## config.mk

```make
export PLATFORM = sky130hd
export DESIGN_NAME = atids_ctrl
export DESIGN_NICKNAME = d
export VERILOG_FILES = /design/src/sv/atids_pkg.sv /design/src/sv/atids_ctrl.sv
export SDC_FILE = /design/constraint.sdc
export NUM_CORES = 1
export LEC_CHECK = 0
export BUFFER_PORTS_ARGS = -buffer_cell sky130_fd_sc_hd__buf_2
export CAP_MARGIN = 20
export CORE_MARGIN = 5
export CORE_UTILIZATION = 53
export DETAILED_ROUTE_END_ITERATION = 8
export GPL_ROUTABILITY_DRIVEN = 0
export PLACE_DENSITY = 0.94
export RECOVER_POWER = 50
export SYNTH_ARGS = -nofsm -noshare
export SYNTH_HDL_FRONTEND = slang
export SYNTH_SLANG_ARGS = --single-unit
```

## constraint.sdc

```tcl
create_clock -name clk_i -period 3.7 [get_ports clk_i]
set_input_delay 0 -clock clk_i [delete_from_list [all_inputs] [get_ports clk_i]]
set_output_delay 0 -clock clk_i [all_outputs]
set_load 0.005 [all_outputs]
```

## src/sv/atids_pkg.sv

```systemverilog
// Shared types and constants for the ordered word list block.
// No dependencies; used by the interfaces, controller, datapath and top level.
`timescale 1ns / 1ps

package atids_pkg;

  // Default list depth
  localparam int unsigned DEPTH_DEF = 128;

  // Field widths
  localparam int unsigned OP_W    = 3;
  localparam int unsigned POS_W   = 8;
  localparam int unsigned WORD_W  = 32;
  localparam int unsigned STAT_W  = 2;
  localparam int unsigned COUNT_W = 8;

  // Operation codes
  localparam logic [OP_W-1:0] OP_CLEAR  = 3'd0;
  localparam logic [OP_W-1:0] OP_INSERT = 3'd1;
  localparam logic [OP_W-1:0] OP_DELETE = 3'd2;
  localparam logic [OP_W-1:0] OP_LSRCH  = 3'd3;
  localparam logic [OP_W-1:0] OP_BSRCH  = 3'd4;
  localparam logic [OP_W-1:0] OP_SORT   = 3'd5;
  localparam logic [OP_W-1:0] OP_READ   = 3'd6;

  // Result status codes
  localparam logic [STAT_W-1:0] ST_OK      = 2'd0;
  localparam logic [STAT_W-1:0] ST_FULL    = 2'd1;
  localparam logic [STAT_W-1:0] ST_BAD_POS = 2'd2;

  // Datapath commands issued by the controller
  typedef enum logic [4:0] {
    DC_IDLE,
    DC_INIT,
    DC_INS_CHK,
    DC_INS_RD,
    DC_INS_WR,
    DC_INS_PUT,
    DC_DEL_CHK,
    DC_DEL_RD,
    DC_DEL_WR,
    DC_DEL_END,
    DC_LIN_CHK,
    DC_LIN_RD,
    DC_LIN_CMP,
    DC_BIN_CHK,
    DC_BIN_RD,
    DC_BIN_CMP,
    DC_SRT_CHK,
    DC_SRT_RDA,
    DC_SRT_RDB,
    DC_SRT_CMP,
    DC_SRT_WRA,
    DC_SRT_WRB,
    DC_RD_RD,
    DC_RD_CAP,
    DC_FINISH
  } dp_cmd_e;

  // Controller to datapath
  typedef struct packed {
    logic    load;  // capture the incoming transaction
    dp_cmd_e cmd;
  } dp_ctl_t;

  // Datapath to controller
  typedef struct packed {
    logic [OP_W-1:0] op;
    logic            full;
    logic            ins_bad;
    logic            pos_bad;
    logic            ins_done;
    logic            del_done;
    logic            lin_done;
    logic            bin_done;
    logic            hit;
    logic            gt;
    logic            pass_end;
    logic            swapped;
    logic            out_free;
  } dp_stat_t;

endpackage

```

## src/sv/atids_ctrl.sv

```systemverilog
// Sequencing state machine for the ordered word list block.
// Depends on atids_pkg; drives atids_dp through command and status structs.
`timescale 1ns / 1ps

module atids_ctrl (
  input  logic                clk_i,
  input  logic                rst_ni,
  input  logic                in_valid_i,
  output logic                in_ready_o,
  input  atids_pkg::dp_stat_t st_i,
  output atids_pkg::dp_ctl_t  ctl_o
);
  import atids_pkg::*;

  localparam logic [4:0] S_IDLE    = 5'd0;
  localparam logic [4:0] S_INIT    = 5'd1;
  localparam logic [4:0] S_INS_CHK = 5'd2;
  localparam logic [4:0] S_INS_RD  = 5'd3;
  localparam logic [4:0] S_INS_WR  = 5'd4;
  localparam logic [4:0] S_INS_PUT = 5'd5;
  localparam logic [4:0] S_DEL_CHK = 5'd6;
  localparam logic [4:0] S_DEL_RD  = 5'd7;
  localparam logic [4:0] S_DEL_WR  = 5'd8;
  localparam logic [4:0] S_DEL_END = 5'd9;
  localparam logic [4:0] S_LIN_CHK = 5'd10;
  localparam logic [4:0] S_LIN_RD  = 5'd11;
  localparam logic [4:0] S_LIN_CMP = 5'd12;
  localparam logic [4:0] S_BIN_CHK = 5'd13;
  localparam logic [4:0] S_BIN_RD  = 5'd14;
  localparam logic [4:0] S_BIN_CMP = 5'd15;
  localparam logic [4:0] S_SRT_CHK = 5'd16;
  localparam logic [4:0] S_SRT_RDA = 5'd17;
  localparam logic [4:0] S_SRT_RDB = 5'd18;
  localparam logic [4:0] S_SRT_CMP = 5'd19;
  localparam logic [4:0] S_SRT_WRA = 5'd20;
  localparam logic [4:0] S_SRT_WRB = 5'd21;
  localparam logic [4:0] S_RD_RD   = 5'd22;
  localparam logic [4:0] S_RD_CAP  = 5'd23;
  localparam logic [4:0] S_FINISH  = 5'd24;

  logic [4:0] state_q, state_d;
  dp_cmd_e    cmd;

  assign in_ready_o = (state_q == S_IDLE);

  // State register
  always_ff @(posedge clk_i or negedge rst_ni) begin
    if (!rst_ni) begin
      state_q <= S_IDLE;
    end else begin
      state_q <= state_d;
    end
  end

  // Next state and command
  always_comb begin
    state_d = state_q;
    cmd     = DC_IDLE;
    unique case (state_q)
      S_IDLE: begin
        if (in_valid_i) state_d = S_INIT;
      end
      S_INIT: begin
        cmd = DC_INIT;
        unique case (st_i.op)
          OP_INSERT: state_d = (st_i.full || st_i.ins_bad) ? S_FINISH : S_INS_CHK;
          OP_DELETE: state_d = st_i.pos_bad ? S_FINISH : S_DEL_CHK;
          OP_LSRCH:  state_d = S_LIN_CHK;
          OP_BSRCH:  state_d = S_BIN_CHK;
          OP_SORT:   state_d = S_SRT_CHK;
          OP_READ:   state_d = st_i.pos_bad ? S_FINISH : S_RD_RD;
          default:   state_d = S_FINISH;
        endcase
      end
      S_INS_CHK: begin
        cmd     = DC_INS_CHK;
        state_d = st_i.ins_done ? S_INS_PUT : S_INS_RD;
      end
      S_INS_RD: begin
        cmd     = DC_INS_RD;
        state_d = S_INS_WR;
      end
      S_INS_WR: begin
        cmd     = DC_INS_WR;
        state_d = S_INS_CHK;
      end
      S_INS_PUT: begin
        cmd     = DC_INS_PUT;
        state_d = S_FINISH;
      end
      S_DEL_CHK: begin
        cmd     = DC_DEL_CHK;
        state_d = st_i.del_done ? S_DEL_END : S_DEL_RD;
      end
      S_DEL_RD: begin
        cmd     = DC_DEL_RD;
        state_d = S_DEL_WR;
      end
      S_DEL_WR: begin
        cmd     = DC_DEL_WR;
        state_d = S_DEL_CHK;
      end
      S_DEL_END: begin
        cmd     = DC_DEL_END;
        state_d = S_FINISH;
      end
      S_LIN_CHK: begin
        cmd     = DC_LIN_CHK;
        state_d = st_i.lin_done ? S_FINISH : S_LIN_RD;
      end
      S_LIN_RD: begin
        cmd     = DC_LIN_RD;
        state_d = S_LIN_CMP;
      end
      S_LIN_CMP: begin
        cmd     = DC_LIN_CMP;
        state_d = st_i.hit ? S_FINISH : S_LIN_CHK;
      end
      S_BIN_CHK: begin
        cmd     = DC_BIN_CHK;
        state_d = st_i.bin_done ? S_FINISH : S_BIN_RD;
      end
      S_BIN_RD: begin
        cmd     = DC_BIN_RD;
        state_d = S_BIN_CMP;
      end
      S_BIN_CMP: begin
        cmd     = DC_BIN_CMP;
        state_d = st_i.hit ? S_FINISH : S_BIN_CHK;
      end
      S_SRT_CHK: begin
        cmd = DC_SRT_CHK;
        priority if (st_i.pass_end && !st_i.swapped) state_d = S_FINISH;
        else if (st_i.pass_end)                      state_d = S_SRT_CHK;
        else                                         state_d = S_SRT_RDA;
      end
      S_SRT_RDA: begin
        cmd     = DC_SRT_RDA;
        state_d = S_SRT_RDB;
      end
      S_SRT_RDB: begin
        cmd     = DC_SRT_RDB;
        state_d = S_SRT_CMP;
      end
      S_SRT_CMP: begin
        cmd     = DC_SRT_CMP;
        state_d = st_i.gt ? S_SRT_WRA : S_SRT_CHK;
      end
      S_SRT_WRA: begin
        cmd     = DC_SRT_WRA;
        state_d = S_SRT_WRB;
      end
      S_SRT_WRB: begin
        cmd     = DC_SRT_WRB;
        state_d = S_SRT_CHK;
      end
      S_RD_RD: begin
        cmd     = DC_RD_RD;
        state_d = S_RD_CAP;
      end
      S_RD_CAP: begin
        cmd     = DC_RD_CAP;
        state_d = S_FINISH;
      end
      S_FINISH: begin
        cmd = DC_FINISH;
        if (st_i.out_free) state_d = S_IDLE;
      end
      default: state_d = S_IDLE;
    endcase
  end

  assign ctl_o.load = in_ready_o && in_valid_i;
  assign ctl_o.cmd  = cmd;

endmodule

```

; ---- Yosys cells after proc, flatten, opt, wreduce, memory -nomap -nowiden
; Index checks and enable logic that the tools add are counted.
[totals]
reg_bits = 5
in_bits = 18
out_inout_bits = 7
elab_cells = 57
[classes]
n_eq_ne = 32
muxes = 17
n_reduce_logical = 7
[ops]
columns = op, n
row1 = $pmux 5 s24, 1
row2 = $pmux 5 s23, 1
row3 = $eq 5x5->1 const B, 9
row4 = $eq 5x4->1 const B, 8
row5 = $mux 5, 8
row6 = $pmux 5 s6, 1
row7 = $eq 5x3->1 const B, 4
row8 = $mux 4, 3
row9 = $eq 5x2->1 const B, 2
row10 = $eq 3x3->1 const B, 3
row11 = $eq 3x2->1 const B, 2
row12 = $mux 3, 2
row13 = $eq 5x1->1 const B, 1
row14 = $logic_not 5->1, 1
row15 = $ne 2x2->1 const B, 2
row16 = $eq 3x1->1 const B, 1
row17 = $reduce_or 3->1, 1
row18 = $logic_and 1x1->1, 2
row19 = $reduce_and 2->1, 1
row20 = $logic_not 1->1, 1
row21 = $logic_or 1x1->1, 1
row22 = $mux 1, 1

; ---- Logic depth before layout (Yosys ltp)
[depth]
word_depth = 4
mapped_depth = 6
mapped_depth_nobuf = 4

; ---- Worst setup path before layout
; OpenSTA, ideal clock, no wires.
[synth_path]
kind = reg-to-reg
from = register state_q[3]
to = register state_q[2]
setup_time_ns = 0.124
t_arrival_ns = 1.209
t_required_ns = 3.576
slack_ns = 2.367
path_stages_with_launch = 6
n_path_buf = 1
period_less_slack_ns = 1.333
cell_sequence = dfrtp_1 buf_6 and2b_4 a211oi_1 o22ai_1 a211o_1
[synth_between]
elab_chain_cells = 3
word_cells_on_any_way = 30
cone_classes = eq/ne: 26 / mux: 1 / reduce/logical: 3
[synth_rtl]
columns = item, line_no
row1 = start: declaration, atids_ctrl.sv:41  ; logic [4:0] state_q, state_d;
row2 = start signal: assignment, atids_ctrl.sv:51  ; state_q <= state_d;
row3 = "$eq 5x5->1, or another cell as far along", atids_ctrl.sv:59  ; unique case (state_q)
row4 = $reduce_or 3->1 (no line) or $ne 2x2->1 (tied branches), --
row5 = $pmux 5 s23 or $reduce_and 2->1 (tied branches), --
; Several ways; a longest one is shown, not always the timed one.
; A chain may end at the register's enable or synchronous reset.

; ---- Worst setup path in the final report
[layout_path]
from = register state_q[4]
to = register state_q[2]
; The elaborated chain is that of the path after synthesis.

==> impl_metrics.toml <==
[outcome]
status = "complete, but fails checks"
violations = "design-rule violations"

[timing]
setup_viol = 0
min_period_ns = 1.69
worst_pin_slew_ns = 0.603
period_share = 0.455
clock_skew_ns = 0.00298
slew_violations = 0
hold_viol = 0
rsz0062_at_grt = "no"
fmax_mhz = 593
relSlewSlack = 0.598
setup_tns_ns = 0

[finish]
fin_util = 0.634
area_growth_pct = 10.1
regMostFlops = "state_q"
finalInstanceArea_sq_um = 856
fillCellCount = 124
reg_top3 = "state_q: 5 flops"
largest_register_ffs = 5
diodes = 0
layout.nets = 139
drive_gt1_frac = 0.258

[logic_synthesis]
synth_sequential_area_ratio = 0.161
syn-num-nets = 118
synth_edf_count = 0
synthCells = 100
yosysWarnings = 0
yosys_most_used_dff = "dfrtp_1"
synthesis.area_sq_um = 777
yosysUniqueCellTypes = 45
avgSynthCellArea_sq_um = 7.77
async_reset_ff_frac = 1.00
synth-seq-cells = 5

[floorplanning]
fp.dieW_microns = 48.3
die-area_sq_mm = 0.00233
rows = 13
core_region_area_sq_mm = 0.00135
initial_core_util = 0.576
die_h_microns = 48.3
io_pins = 25

[setup_path]
r2r_cells = 4
start_kind = "flip-flop"
cp_max_fo = 21
arrival_ns = 1.81
crit_required_ns = 3.83
critPathLaunch = "state_q[4]"
r2r_setup_slack_ns = 2.01
criticalPathCategory = "reg2reg"
rr_endpoint = "state_q[2]"
critPathCapture = "state_q[2]"
end_kind = "flip-flop"
rr_startpoint = "state_q[4]"

[routing]
dr.pass1.iters = 6
drt.antenna.violating_nets = 0
drt-total-wl_microns = 1960
dr_total_vias = 865
drc = 2
first_iter_violations = 25
wl_per_cell_microns = 14.5
drt-vias-per-instance = 6.41

[grt]
overflow = 0
grt.busiest_layer = "met2"
grt_pass1_vias = 767
met3_usage = 0.0148
grt_max_degree = 22
antenna_found_initial = 0
grt_pass1_wl_microns = 3050
grt_use_met1 = 0.216
grt_use_total = 0.182
gr-usage-met2 = 0.331

[run]
maxCapViolCount = 0

[worst_hold_path]
min-delay-path-class = "in2reg"

[clock_network]
cts_inserted_buffers = 3
cts_tree = "yes"
clock-sinks = 5
cts_resized = 0
clkLatencyLatePin_ns = 0.24
htreeDepth = 1
clk_transition_reported_paths_ns = 0.04
post_cts_buffers = 0
cts_root_buf = "clkbuf_4"
cts.path.max_buffers = 2

[place]
place_hpwl_microns = 1460
port_buffers = 24
dpl_cell_area_sq_um = 822

[pwr]
power_density_mw_per_mm2 = 773
total_power_mw = 0.661
leakage_nw = 0.363
peakVddDrop_uv = 260
## worst max-delay path, stage by stage (launching register included)
cell	delay (ns)
dfrtp_1	0.68
and2b_4	0.28
a211oi_1	0.20
o22ai_1	0.13
a211o_1	0.27
## cells by family after synthesis
kind of cell / after synthesis / synth area share
simple gates: 43 / 0.361
compound gates: 38 / 0.325
flops: 5 / 0.161
buf+inv: 13 / 0.140
mux: 1 / 0.0129
## power by group
group	leakage (nW)	total, mW	internal (mW)	switching [mW]
registers	0.0619	0.210	0.0813	0.129
logic	0.286	0.389	0.208	0.180
clock network	0.0150	0.0626	0.0407	0.0218
total	0.363	0.661	0.331	0.331
## repair_timing
action / CTS / global route
endpoints found under the setup margin: 0 / 0
hold endpoints to repair: 5 / 0
hold buffers: 1 / 0
## cell usage after synthesis (all sizes together) (3+ instances only)
cell type  count  area (sq um)
buf            9          93.8
and2           3          18.8
o21ai          7          35.0
nor2           6          22.5
o211ai         4          30.0
dfrtp          5           125
inv            4          15.0
a21oi         10          50.1
nor3b          3          22.5
nand2          9          36.3
nor2b          6          45.0
## per-layer routing
metal	routed length (microns)	up-vias	part of all wire
met1	774	397	0.40
li1	-	412	-
met5	0	-	0
met2	952	52	0.49
met3	211	4	0.11
met4	21	0	0.011
## how the worst min path moves through the flow
stage | startpoint | to | cells past startpoint
final | in_valid_i | state_q[0] | 2
after global routing | in_valid_i | state_q[0] | 2
after global placement | rst_ni | state_q[3] | 1
after floorplan | rst_ni | state_q[0] | 0
after CTS | in_valid_i | state_q[0] | 2
after detailed placement | rst_ni | state_q[3] | 1
## cell usage in the layout, fill, tap and decap left out, types with 2 or more instances in the layout
cell	Yosys	final
a21oi_1	10	10
dfrtp_1	5	5
nor3b_1	3	3
buf_2	0	22
and4bb_1	2	2
o31ai_1	2	2
o211ai_1	4	4
nor2_1	6	6
o21ai_0	4	4
and2_1	3	3
inv_2	3	2
o21ai_1	3	3
clkbuf_4	0	3
clkbuf_1	0	3
nand2_1	8	8
inv_1	1	2
nand2b_1	2	2
nor2b_1	5	5
nand3b_1	2	2
and3_1	2	2
## final cells by class
cell class	instances	area [sq um]	area share
Multi-Input combinational cell	82	543	0.635
Timing Repair Buffer	25	128	0.149
Sequential cell	5	125	0.146
Clock buffer	4	26.3	0.0307
Tap cell	15	18.8	0.0219
Inverter	4	15.0	0.0175
## metrics by stage
stage / worst slack, ns / cells / hold slack (ns)
final: 2.01 / 135 / 0.0663
after detailed placement: 2.03 / 130 / -0.182
after floorplan: 2.37 / 100 / -0.296
after global routing: 1.92 / 135 / 0.0713
after CTS: 2.02 / 135 / 0.0715
after global placement: 2.10 / 130 / -0.184
Power figures use the tool's default switching activity.
